**src/rtl/core/deq_pkg.sv**
```systemverilog
package deq_pkg;

   localparam int DEPTH  = 32;
   localparam int IDX_W  = $clog2(DEPTH);
   localparam int CNT_W  = $clog2(DEPTH + 1);
   localparam int DATA_W = 32;
   localparam int CODE_W = 3;

   typedef logic [IDX_W-1:0]         idx_type;
   typedef logic [CNT_W-1:0]         cnt_type;
   typedef logic signed [DATA_W-1:0] data_type;
   typedef logic [CODE_W-1:0]        code_type;

   // request codes
   localparam code_type REQ_PUSH_FRONT = 3'd0;
   localparam code_type REQ_PUSH_BACK  = 3'd1;
   localparam code_type REQ_POP_FRONT  = 3'd2;
   localparam code_type REQ_POP_BACK   = 3'd3;
   localparam code_type REQ_DUMP       = 3'd4;

   // result status codes
   localparam code_type STAT_DONE       = 3'd0;
   localparam code_type STAT_FULL       = 3'd1;
   localparam code_type STAT_EMPTY      = 3'd2;
   localparam code_type STAT_ENTRY      = 3'd3;
   localparam code_type STAT_DUMP_EMPTY = 3'd4;

   typedef enum logic [2:0] {
      OP_PUSH_FRONT,
      OP_PUSH_BACK,
      OP_POP_FRONT,
      OP_POP_BACK,
      OP_DUMP
   } cmd_op_type;

   typedef struct packed {
      cmd_op_type op;
      data_type   value;
   } cmd_type;

   // (a + b) mod DEPTH, with a < DEPTH and b <= DEPTH
   function automatic idx_type ring_add(idx_type a, cnt_type b);
      logic [CNT_W:0] sum;
      sum = (CNT_W+1)'(a) + (CNT_W+1)'(b);
      if (sum >= (CNT_W+1)'(DEPTH)) begin
         sum = sum - (CNT_W+1)'(DEPTH);
      end
      return sum[IDX_W-1:0];
   endfunction

   function automatic idx_type ring_inc(idx_type a);
      return (a == IDX_W'(DEPTH - 1)) ? '0 : a + 1'b1;
   endfunction

   function automatic idx_type ring_dec(idx_type a);
      return (a == '0) ? IDX_W'(DEPTH - 1) : a - 1'b1;
   endfunction

endpackage

```
**src/rtl/core/deq_req_if.sv**
```systemverilog
interface deq_req_if;
   logic                valid;
   logic                ready;
   deq_pkg::code_type   req_type;
   deq_pkg::data_type   value;

   modport source (output valid, output req_type, output value, input ready);
   modport sink   (input valid, input req_type, input value, output ready);
endinterface

```
**src/rtl/core/deq_rsp_if.sv**
```systemverilog
interface deq_rsp_if;
   logic                valid;
   logic                ready;
   deq_pkg::code_type   status;
   deq_pkg::data_type   value_res;
   logic                last;

   modport source (output valid, output status, output value_res, output last, input ready);
   modport sink   (input valid, input status, input value_res, input last, output ready);
endinterface

```
**src/rtl/core/deq_ram.sv**
```systemverilog
module deq_ram #(
   parameter int WIDTH = 32,
   parameter int DEPTH = 32
) (
   input  logic                     clock,
   input  logic                     wr_en,
   input  logic [$clog2(DEPTH)-1:0] wr_addr,
   input  logic [WIDTH-1:0]         wr_data,
   input  logic                     rd_en,
   input  logic [$clog2(DEPTH)-1:0] rd_addr,
   output logic [WIDTH-1:0]         rd_data
);

   logic [WIDTH-1:0] mem_ff [DEPTH];
   logic [WIDTH-1:0] rd_data_ff;

   always_ff @(posedge clock) begin
      if (wr_en) begin
         mem_ff[wr_addr] <= wr_data;
      end
      // read data holds until the next read
      if (rd_en) begin
         rd_data_ff <= mem_ff[rd_addr];
      end
   end

   assign rd_data = rd_data_ff;

endmodule

```
**src/rtl/core/deq_front.sv**
```systemverilog
module deq_front (
   input  logic             clock,
   input  logic             reset,
   deq_req_if.sink          req,
   output logic             cmd_valid,
   input  logic             cmd_ready,
   output deq_pkg::cmd_type cmd
);

   deq_pkg::cmd_type slot_ff [2];
   logic             wr_ptr_ff, wr_ptr_in;
   logic             rd_ptr_ff, rd_ptr_in;
   logic [1:0]       fill_ff, fill_in;

   logic               known;
   deq_pkg::cmd_op_type op;
   logic               push;
   logic               pop;

   // classify the request; unknown codes are dropped here
   always_comb begin
      known = 1'b1;
      op    = deq_pkg::OP_DUMP;
      unique case (req.req_type)
         deq_pkg::REQ_PUSH_FRONT: op = deq_pkg::OP_PUSH_FRONT;
         deq_pkg::REQ_PUSH_BACK:  op = deq_pkg::OP_PUSH_BACK;
         deq_pkg::REQ_POP_FRONT:  op = deq_pkg::OP_POP_FRONT;
         deq_pkg::REQ_POP_BACK:   op = deq_pkg::OP_POP_BACK;
         deq_pkg::REQ_DUMP:       op = deq_pkg::OP_DUMP;
         default:                 known = 1'b0;
      endcase
   end

   assign req.ready = (fill_ff != 2'd2);
   assign cmd_valid = (fill_ff != 2'd0);
   assign cmd       = slot_ff[rd_ptr_ff];

   assign push = req.valid && req.ready && known;
   assign pop  = cmd_valid && cmd_ready;

   always_comb begin
      wr_ptr_in = push ? ~wr_ptr_ff : wr_ptr_ff;
      rd_ptr_in = pop ? ~rd_ptr_ff : rd_ptr_ff;
      fill_in   = fill_ff + 2'(push) - 2'(pop);
   end

   always_ff @(posedge clock) begin
      if (push) begin
         slot_ff[wr_ptr_ff] <= '{op: op, value: req.value};
      end
      if (reset) begin
         wr_ptr_ff <= 1'b0;
         rd_ptr_ff <= 1'b0;
         fill_ff   <= 2'd0;
      end else begin
         wr_ptr_ff <= wr_ptr_in;
         rd_ptr_ff <= rd_ptr_in;
         fill_ff   <= fill_in;
      end
   end

endmodule

```
**src/rtl/core/deq_back.sv**
```systemverilog
module deq_back (
   input  logic             clock,
   input  logic             reset,
   input  logic             cmd_valid,
   output logic             cmd_ready,
   input  deq_pkg::cmd_type cmd,
   deq_rsp_if.source        rsp
);

   typedef enum logic [1:0] {
      S_IDLE,
      S_POP_DATA,
      S_DUMP_DATA
   } state_type;

   state_type         state_ff, state_in;
   deq_pkg::idx_type  front_ff, front_in;
   deq_pkg::cnt_type  count_ff, count_in;
   deq_pkg::cnt_type  offset_ff, offset_in;
   deq_pkg::idx_type  dump_addr_ff, dump_addr_in;
   logic              rsp_valid_ff, rsp_valid_in;
   deq_pkg::code_type status_ff, status_in;
   deq_pkg::data_type value_res_ff, value_res_in;
   logic              last_ff, last_in;

   logic              out_free;
   logic              wr_en;
   deq_pkg::idx_type  wr_addr;
   logic              rd_en;
   deq_pkg::idx_type  rd_addr;
   logic [deq_pkg::DATA_W-1:0] rd_data;
   deq_pkg::idx_type  back_pos;
   deq_pkg::idx_type  tail_pos;
   deq_pkg::idx_type  front_dec;
   logic              dump_last;

   deq_ram #(
      .WIDTH (deq_pkg::DATA_W),
      .DEPTH (deq_pkg::DEPTH)
   ) u_ram (
      .clock   (clock),
      .wr_en   (wr_en),
      .wr_addr (wr_addr),
      .wr_data (cmd.value),
      .rd_en   (rd_en),
      .rd_addr (rd_addr),
      .rd_data (rd_data)
   );

   assign out_free  = !rsp_valid_ff || rsp.ready;
   assign back_pos  = deq_pkg::ring_add(front_ff, count_ff);
   assign tail_pos  = deq_pkg::ring_add(front_ff, count_ff - 1'b1);
   assign front_dec = deq_pkg::ring_dec(front_ff);
   assign dump_last = (offset_ff == count_ff);

   always_comb begin
      state_in     = state_ff;
      front_in     = front_ff;
      count_in     = count_ff;
      offset_in    = offset_ff;
      dump_addr_in = dump_addr_ff;
      rsp_valid_in = rsp_valid_ff && !rsp.ready;
      status_in    = status_ff;
      value_res_in = value_res_ff;
      last_in      = last_ff;
      cmd_ready    = 1'b0;
      wr_en        = 1'b0;
      wr_addr      = back_pos;
      rd_en        = 1'b0;
      rd_addr      = front_ff;

      unique case (state_ff)
         S_IDLE: begin
            if (cmd_valid && out_free) begin
               cmd_ready    = 1'b1;
               rsp_valid_in = 1'b1;
               value_res_in = '0;
               last_in      = 1'b1;
               status_in    = deq_pkg::STAT_DONE;
               unique case (cmd.op) inside
                  deq_pkg::OP_PUSH_FRONT, deq_pkg::OP_PUSH_BACK: begin
                     if (count_ff == deq_pkg::CNT_W'(deq_pkg::DEPTH)) begin
                        status_in = deq_pkg::STAT_FULL;
                     end else begin
                        wr_en    = 1'b1;
                        count_in = count_ff + 1'b1;
                        if (cmd.op == deq_pkg::OP_PUSH_FRONT) begin
                           wr_addr  = front_dec;
                           front_in = front_dec;
                        end
                     end
                  end
                  deq_pkg::OP_POP_FRONT, deq_pkg::OP_POP_BACK: begin
                     if (count_ff == '0) begin
                        status_in = deq_pkg::STAT_EMPTY;
                     end else begin
                        // result waits for the registered read
                        rsp_valid_in = 1'b0;
                        rd_en        = 1'b1;
                        count_in     = count_ff - 1'b1;
                        state_in     = S_POP_DATA;
                        if (cmd.op == deq_pkg::OP_POP_FRONT) begin
                           front_in = deq_pkg::ring_inc(front_ff);
                        end else begin
                           rd_addr = tail_pos;
                        end
                     end
                  end
                  default: begin
                     if (count_ff == '0) begin
                        status_in = deq_pkg::STAT_DUMP_EMPTY;
                     end else begin
                        rsp_valid_in = 1'b0;
                        rd_en        = 1'b1;
                        dump_addr_in = deq_pkg::ring_inc(front_ff);
                        offset_in    = deq_pkg::CNT_W'(1);
                        state_in     = S_DUMP_DATA;
                     end
                  end
               endcase
            end
         end
         S_POP_DATA: begin
            if (out_free) begin
               rsp_valid_in = 1'b1;
               status_in    = deq_pkg::STAT_DONE;
               value_res_in = rd_data;
               last_in      = 1'b1;
               state_in     = S_IDLE;
            end
         end
         S_DUMP_DATA: begin
            if (out_free) begin
               rsp_valid_in = 1'b1;
               status_in    = deq_pkg::STAT_ENTRY;
               value_res_in = rd_data;
               last_in      = dump_last;
               if (dump_last) begin
                  state_in = S_IDLE;
               end else begin
                  // fetch the next entry toward the back
                  rd_en        = 1'b1;
                  rd_addr      = dump_addr_ff;
                  dump_addr_in = deq_pkg::ring_inc(dump_addr_ff);
                  offset_in    = offset_ff + 1'b1;
               end
            end
         end
         default: state_in = S_IDLE;
      endcase
   end

   always_ff @(posedge clock) begin
      offset_ff    <= offset_in;
      dump_addr_ff <= dump_addr_in;
      status_ff    <= status_in;
      value_res_ff <= value_res_in;
      last_ff      <= last_in;
      if (reset) begin
         state_ff     <= S_IDLE;
         front_ff     <= '0;
         count_ff     <= '0;
         rsp_valid_ff <= 1'b0;
      end else begin
         state_ff     <= state_in;
         front_ff     <= front_in;
         count_ff     <= count_in;
         rsp_valid_ff <= rsp_valid_in;
      end
   end

   assign rsp.valid     = rsp_valid_ff;
   assign rsp.status    = status_ff;
   assign rsp.value_res = value_res_ff;
   assign rsp.last      = last_ff;

endmodule

```
**src/rtl/core/double_ended_queue.sv**
```systemverilog
// Bounded double-ended queue of signed 32-bit values held in a ring buffer of
// deq_pkg::DEPTH entries. A front stage accepts requests into a two-entry
// command queue (unknown request codes are dropped with no result) and a back
// stage executes them against the entry RAM, one result held in an output
// register. Pushes, refused pushes, empty pops and empty dumps are answered
// from the idle state; a pop first waits in S_POP_DATA because the entry RAM
// read is registered; a dump of n entries gives n results, front first, with
// last set on the back entry. Stalls on the result channel hold the back
// stage; the command queue keeps accepting until it fills.
module double_ended_queue (
   input  logic      clock,
   input  logic      reset,
   deq_req_if.sink   req_if,
   deq_rsp_if.source rsp_if
);

   logic             cmd_valid;
   logic             cmd_ready;
   deq_pkg::cmd_type cmd;

   deq_front u_front (
      .clock     (clock),
      .reset     (reset),
      .req       (req_if),
      .cmd_valid (cmd_valid),
      .cmd_ready (cmd_ready),
      .cmd       (cmd)
   );

   deq_back u_back (
      .clock     (clock),
      .reset     (reset),
      .cmd_valid (cmd_valid),
      .cmd_ready (cmd_ready),
      .cmd       (cmd),
      .rsp       (rsp_if)
   );

endmodule

```
**src/flat_wrapper.sv**
```systemverilog
// flat-port wrapper written by rule: the top's interface ports become plain ports
module double_ended_queue_flat 
  (clock, reset, req_if_valid, req_if_req_type, req_if_value, req_if_ready, rsp_if_valid, rsp_if_status, rsp_if_value_res, rsp_if_last, rsp_if_ready);
  deq_req_if req_if_i ();
  deq_rsp_if rsp_if_i ();
  input  logic clock;
  input  logic reset;
  input wire logic [$bits(req_if_i.valid)-1:0] req_if_valid;
  input wire logic [$bits(req_if_i.req_type)-1:0] req_if_req_type;
  input wire logic [$bits(req_if_i.value)-1:0] req_if_value;
  output wire logic [$bits(req_if_i.ready)-1:0] req_if_ready;
  output wire logic [$bits(rsp_if_i.valid)-1:0] rsp_if_valid;
  output wire logic [$bits(rsp_if_i.status)-1:0] rsp_if_status;
  output wire logic [$bits(rsp_if_i.value_res)-1:0] rsp_if_value_res;
  output wire logic [$bits(rsp_if_i.last)-1:0] rsp_if_last;
  input wire logic [$bits(rsp_if_i.ready)-1:0] rsp_if_ready;
  assign req_if_i.valid = req_if_valid;
  assign req_if_i.req_type = req_if_req_type;
  assign req_if_i.value = req_if_value;
  assign req_if_ready = req_if_i.ready;
  assign rsp_if_valid = rsp_if_i.valid;
  assign rsp_if_status = rsp_if_i.status;
  assign rsp_if_value_res = rsp_if_i.value_res;
  assign rsp_if_last = rsp_if_i.last;
  assign rsp_if_i.ready = rsp_if_ready;
  double_ended_queue u_core (.clock(clock), .reset(reset), .req_if(req_if_i), .rsp_if(rsp_if_i));
endmodule
```
**config.mk**
```make
export PLATFORM = sky130hd
export DESIGN_NAME = double_ended_queue_flat
export DESIGN_NICKNAME = d
export VERILOG_FILES = /design/src/rtl/core/deq_pkg.sv /design/src/rtl/core/deq_req_if.sv /design/src/rtl/core/deq_rsp_if.sv /design/src/rtl/core/deq_ram.sv /design/src/rtl/core/deq_front.sv /design/src/rtl/core/deq_back.sv /design/src/rtl/core/double_ended_queue.sv /design/src/flat_wrapper.sv
export SDC_FILE = /design/constraint.sdc
export NUM_CORES = 2
export LEC_CHECK = 0
export BUFFER_PORTS_ARGS = -buffer_cell sky130_fd_sc_hd__buf_2
export CAP_MARGIN = 20
export CORE_MARGIN = 5
export CORE_UTILIZATION = 35
export DETAILED_ROUTE_END_ITERATION = 6
export SLEW_MARGIN = 20
export SYNTH_ARGS = -nofsm -noshare
export SYNTH_HDL_FRONTEND = slang
export SYNTH_SLANG_ARGS = --single-unit
```
**constraint.sdc**
```tcl
create_clock -name clock -period 5.9 [get_ports clock]
set_clock_uncertainty 0.1 [all_clocks]
set_input_delay 0.295 -clock clock [delete_from_list [all_inputs] [get_ports clock]]
set_output_delay 0.295 -clock clock [all_outputs]
set_load 0.05 [all_outputs]
```
# [Word level (Yosys, flattened, before mapping)]
# Memory sizes are Yosys's and may differ from the RTL's. A register that Yosys moved wholly into a read port is not among the register bits.
# Index checks and enable logic that the tools add are counted.
[op_classes] add_sub_neg=12 bitwise_logic=2 mux=85 order_cmp=2 reduce_logical=29 n_eq_ne=27
[ops] operator="$mux W5" n=25
[ops] operator="$mux W32" n=2
[ops] operator="$pmux W32 S2" n=1
[ops] operator="$mux W6" n=7
[ops] operator="$pmux W5 S2" n=3
[ops] operator="$mux W1" n=26
[ops] operator="$ne A2 B2 Y1 const B" n=13
[ops] operator="$pmux W6 S2" n=2
[ops] operator="$sub A5 B1 Y5 const B" n=3
[ops] operator="$add A5 B6 Y7" n=2
[ops] operator="$ge A7 B6 Y1 const B" n=2
[ops] operator="$mux W2" n=7
[ops] operator="$add A6 B1 Y6 const B" n=2
[ops] operator="$eq A3 B2 Y1 const B" n=4
[ops] operator="$mux W3" n=4
[ops] operator="$pmux W3 S4" n=1
[ops] operator="$reduce_and A6 Y1" n=2
[ops] operator="$add A5 B1 Y5 const B" n=2
[ops] operator="$eq A5 B5 Y1 const B" n=2
[ops] operator="$pmux W3 S3" n=1
[ops] operator="$reduce_bool A2 Y1" n=4
[ops] operator="$reduce_and A7 Y1" n=1
[ops] operator="$eq A3 B1 Y1 const B" n=2
[ops] operator="$eq A6 B6 Y1" n=1
[ops] operator="other kinds (28)" n=38
[word_totals] mem_bits_rw=1094 wordCells=171 ff_bits=65 input_bits=39 memories=2
[memory_table] memory="u_core.u_back.u_ram.mem_ff" words=32 width=32 rd=1 rd_ports_with_merged_regs=1 wr=1 line="deq_ram.sv:14" rtl="logic [WIDTH-1:0] mem_ff [DEPTH];"
[memory_table] memory="u_core.u_front.slot_ff" words=2 width=35 rd=1 rd_ports_with_merged_regs=1 wr=1 line="deq_front.sv:10" rtl="deq_pkg::cmd_type slot_ff [2];"

# [Depth between registers and ports, before layout]
[logic_depth] ltp_word=9 ltp_mapped=15 mapped_depth_nobuf=12

# [Modules after synthesis]
# From an unflattened synthesis, not the netlist that was laid out.
[unflattened] hier_cells=2762 area_unflattened_um2=47531.8
[by_module_without_submodules] module="deq_ram" seq_area_each_um2=31710.4 cells_each=2260 instances=1 area_each_um2=40812.9
[by_module_without_submodules] module="deq_back" seq_area_each_um2=1691.6 cells_each=363 instances=1 area_each_um2=3789.9
[by_module_without_submodules] module="deq_front" seq_area_each_um2=2202.1 cells_each=139 instances=1 area_each_um2=2929.1

# [Worst setup path before layout]
# No wires, ideal clock.
[synth_timing] path_type="flip-flop to flip-flop" start="reg u_core.u_back.state_ff[0]" end="mem u_core.u_back.u_ram.mem_ff[24][0], enable pin" path_slack_ns=1.550 stages_incl_launch_ff=12 required_time_ns=5.379 path_buffers=2 setup_time_ns=0.421 period_less_slack_ns=4.350 arrival_time_ns=3.829 cell_sequence="dfxtp_1 > inv_1 > ha_1 > clkbuf_1 > nand3_1 > nor3b_1 > and2_1 > clkbuf_1 > mux2i_1 > xnor2_1 > nand2_1 > nor2_1"
[synth_between] elab_chain_cells=4
[synth_rtl] item="start: declaration" line="deq_back.sv:16" rtl="state_type state_ff, state_in;"
[synth_rtl] item="start signal: assignment" line="deq_back.sv:165" rtl="state_ff <= state_in;"
[synth_rtl] item="$logic_not A2 Y1 (*)" line="deq_back.sv:72" rtl="unique case (state_ff)"
[synth_rtl] item="$mux W1" line="deq_back.sv:72"
[synth_rtl] item="$mux W1" line="deq_ram.sv:18" rtl="if (wr_en) begin"
[synth_rtl] item="$mux W1 (implied by the code)" line="deq_ram.sv:19" rtl="mem_ff[wr_addr] <= wr_data;"
[synth_rtl] item="end: declaration" line="deq_ram.sv:14"
# Mark *: on every way between the ends. The rest lies on a longest branch, timed or not.

# [Final worst setup path]
[layout_timing] start="reg u_core.u_back.count_ff[1]" end="reg u_core.u_back.u_ram.rd_data_ff[14], in the netlist u_core.u_back.u_ram.rd_data[14] (read register of u_core.u_back.u_ram.mem_ff), data pin"
[layout_between] elab_chain_cells=9
[layout_rtl] item="start: declaration" line="deq_back.sv:18" rtl="deq_pkg::cnt_type count_ff, count_in;"
[layout_rtl] item="start signal: assignment" line="deq_back.sv:167" rtl="count_ff <= count_in;"
[layout_rtl] item="$sub A6 B1 Y6" line="deq_back.sv:52" rtl="assign tail_pos = deq_pkg::ring_add(front_ff, count_ff - 1'b1);"
[layout_rtl] item="$add A5 B6 Y7" line="deq_pkg.sv:44" rtl="sum = (CNT_W+1)'(a) + (CNT_W+1)'(b);"
[layout_rtl] item="$ge A7 B6 Y1 or $sub A5 B1 Y5 (tied branches)" line="deq_pkg.sv:45, deq_pkg.sv:46"
[layout_rtl] item="$mux W5" line="deq_pkg.sv:45" rtl="if (sum >= (CNT_W+1)'(DEPTH)) begin"
[layout_rtl] item="$mux W5" line="deq_back.sv:102" rtl="if (cmd.op == deq_pkg::OP_POP_FRONT) begin"
[layout_rtl] item="$mux W5" line="deq_back.sv:94" rtl="if (count_ff == '0) begin"
[layout_rtl] item="$mux W5" line="deq_back.sv:80" rtl="unique case (cmd.op) inside"
[layout_rtl] item="$mux W5" line="deq_back.sv:74" rtl="if (cmd_valid && out_free) begin"
[layout_rtl] item="$pmux W5 S2" line="deq_back.sv:72"
[layout_rtl] item="end: declaration" line="deq_ram.sv:15" rtl="logic [WIDTH-1:0] rd_data_ff;"
# Parallel ways exist; a longest one is shown, timed or not.
# A chain may end at the register's enable or synchronous reset.

==> flow_summary.ini <==
[outcome]
status = finished clean

[worst_setup_path]
cp_max_fo = 20
ff2ff_setup_slack_ns = 1.07
crit_arrival_ns = 5.18
worstReg2RegStart = u_core.u_back.count_ff[1]
crit_required_ns = 6.24
cpPeakStageDelay_ns = 0.86
crit_chain = inv_1, ha_1, xor2_1, ha_1, a21o_1, a21oi_1, xnor2_1, a32o_1, a221o_2, buf_4, or3_2, buf_4, o22ai_2, nor4_1
reg2regPathDepth = 14
cp-end-kind = register
crit_path_start_kind = register
critical_path_class = reg2reg
r2r_end = u_core.u_back.u_ram.rd_data[14]
crit_slowest_cell = or3_2

[yosys]
ys_ff_latch = 1192
syn_inst = 2669
yosysUniqueCellTypes = 56
ys.flop_type = edfxtp_1
synth-edff-count = 1173
synth_warnings = 0
syn_nets = 2733
yosysSeqAreaShare_pct = 73.76
async_flop_share_pct = 0
synth_area_sq_mm = 0.04827
avgSynthCellArea_sq_um = 18.08

[clocking]
clockBufferDepth = 3
cts-root-buf = clkbuf_16
tritoncts = done
htreeDepth = 3
cts_sinks = 1192
cts-resized-gates = 0
cts_buffers = 117
path_clk_slew_ns = 0.06
insertion_delay_ns = 0.72

[routing]
wire_per_inst_microns = 24.89
first_pass_iters = 5
route.detailed.drc = 0
totalWireLength_mm = 117.6
vias_per_cell = 5.100
antenna_left = 0
num_vias = 24090
drtIter0Drc = 2020

[floorplan]
core_area_sq_mm = 0.1373
die_w_microns = 381.4
die_height_microns = 381.4
ioPinCount = 77
rows = 136
initial_core_util_pct = 35.15
dieArea_sq_mm = 0.1454

[global_route]
grt_pass1_vias = 24120
grt_pass1_wl_mm = 167.7
grt_max_degree = 94
grt.overflow.total = 0
gr-usage-all-layers_pct = 15.70
antenna_found_initial = 4

[placed_design]
place_inst = 4470
place_congestion = 0.7675
dpl_worst_slack_ns = 1.143
io_buffers = 76
hpwl_mm = 65.99

[pwr]
p_int_w = 0.01745
power.switching_w = 0.008225
total_leakage_power_nw = 18.44
swShare_pct = 32.04
ir_worst_vdd_uv = 374.1
p_seq_share_pct = 42.4
comb_power_share_pct = 29.0
pwr-share-clk_pct = 28.6
power_density_mw_per_mm2 = 464.8
power_w = 0.02567

[sta]
rsz0062_at_grt = false
finalSetupTns_ns = 0
worst_slack_ns = 1.068
tightest_slew_ns = 1.087
fin_crit_ns = 4.832
period_share_pct = 81.90
maxSlewViolCount = 0
hold_viol = 0
final-setup-viol-count = 0
max_freq_ghz = 0.2070
relSlewSlack_pct = 27.57

[finish]
syn_to_final_growth_pct = 14.42
final_common_cell = edfxtp_1
fin_nets = 2895
fin_cells = 4723
fin_util_pct = 40.22
drive_gt1_share_pct = 14.79
layout_common_cells = 1173 x edfxtp_1, 775 x mux2i_1, 118 x clkbuf_16

[min_path]
hold_depth = 4
hold_class = in2reg
worstHoldStart = req_if_valid
holdPathEnd = u_core.u_front.wr_ptr_ff

[flow_run]
drv_cap = 0
logic make-up (layout without fill, tap and decap cells):
family / after synthesis / after routing / synth area share [%]
buffers and inverters: 160 / 418 / 2.120
multiplexers: 813 / 813 / 16.96
flip-flops: 1192 / 1192 / 73.76
AO/OA/AOI/OAI: 208 / 208 / 3.331
other: 0 / 2 / 0
XOR/XNOR: 36 / 36 / 0.6532
AND/OR/NAND/NOR: 235 / 235 / 2.496
adder cells (fa/ha/maj): 25 / 25 / 0.6792
metal layers:
metal / global-route usage, % / wire, microns / vias up
li1: - / - / 10930
met1: 20.53 / 50130 / 12430
met2: 27.18 / 58970 / 576
met3: 2.468 / 5821 / 154
met4: 4.467 / 2611 / 2
met5: 0 / 13 / -
worst max-delay path by stage:
stage                                              endpoint                 startpoint
final                       u_core.u_back.u_ram.rd_data[14]  u_core.u_back.count_ff[1]
after CTS                   u_core.u_back.u_ram.rd_data[27]  u_core.u_back.count_ff[0]
after global routing        u_core.u_back.u_ram.rd_data[30]  u_core.u_back.count_ff[1]
after detailed placement    u_core.u_back.u_ram.rd_data[27]  u_core.u_back.count_ff[0]
after floorplan           u_core.u_back.u_ram.mem_ff[24][0]  u_core.u_back.state_ff[0]
after global placement      u_core.u_back.u_ram.rd_data[31]  u_core.u_back.count_ff[1]
synthesized netlist by cell type, types with 30 or more instances:
cell	count	area share, %
mux2i_1	775	16
o22ai_2	30	0.78
buf_6	37	0.86
edfxtp_1	1173	73
clkbuf_1	38	0.30
nor2_1	66	0.51
o32ai_1	34	0.62
and2_1	40	0.52
mux2_2	38	0.89
o22ai_1	68	0.88
nand2_1	38	0.30
nor4_1	33	0.43
buf_2	41	0.43
cell type report:
cell class                 instances  area [sq um]
tap                             1794          2245
inverter                          16         60.06
clock inverter                    71         725.7
multi-input combinational       1317         11950
fill                           12150         82090
antenna                            2         5.005
timing repair buffer             187          1592
sequential                      1192         35610
clock buffer                     144          3050
power by group through the flow:
| stage | registers (W) | clock network (W) | logic [W] |
|---|---|---|---|
| after floorplan | 0.0113 | 0 | 0.00512 |
| after CTS | 0.0109 | 0.00749 | 0.00751 |
| after detailed placement | 0.0111 | 0 | 0.00747 |
| after global placement | 0.0111 | 0 | 0.00741 |
| final | 0.0109 | 0.00734 | 0.00745 |
| after global routing | 0.0109 | 0.00784 | 0.00793 |
flip-flops by register name (all words and copies together), names as in the netlist, 2 cells and up, named ones only:
| signal | count |
|---|---|
| u_core.u_front.slot_ff | 70 |
| u_core.u_back.offset_ff | 6 |
| u_core.u_back.u_ram.rd_data | 32 |
| u_core.u_back.state_ff | 2 |
| u_core.u_back.front_ff | 5 |
| u_core.u_back.dump_addr_ff | 5 |
| u_core.u_back.count_ff | 6 |
| u_core.u_back.u_ram.mem_ff | 1024 |
| u_core.u_back.rsp.status | 3 |
| u_core.u_front.fill_ff | 2 |
| u_core.u_back.rsp.value_res | 32 |
what timing repair did:
action	in CTS	in global routing
hold buffers	36	0
hold endpoints to repair	89	0
buffers inserted	0	0
critical path: cells and delay by family, from the launching register on:
family | cells | cell delay [ns]
simple gates | 2 | 0.95
flops | 1 | 0.53
compound gates | 5 | 1.27
fa+ha+maj | 2 | 0.55
buf+inv | 3 | 0.82
xor+xnor | 2 | 0.33
through the flow:
stage | area (sq um) | hold WS [ns]
floorplan | 48270 | 0.2939
global placement | 51090 | 0.3850
detailed placement | 51090 | 0.3866
CTS | 55220 | 0.01056
global route | 55220 | 0.06812
finish | 55230 | 0.07196
(Power assumes the default switching activity.)
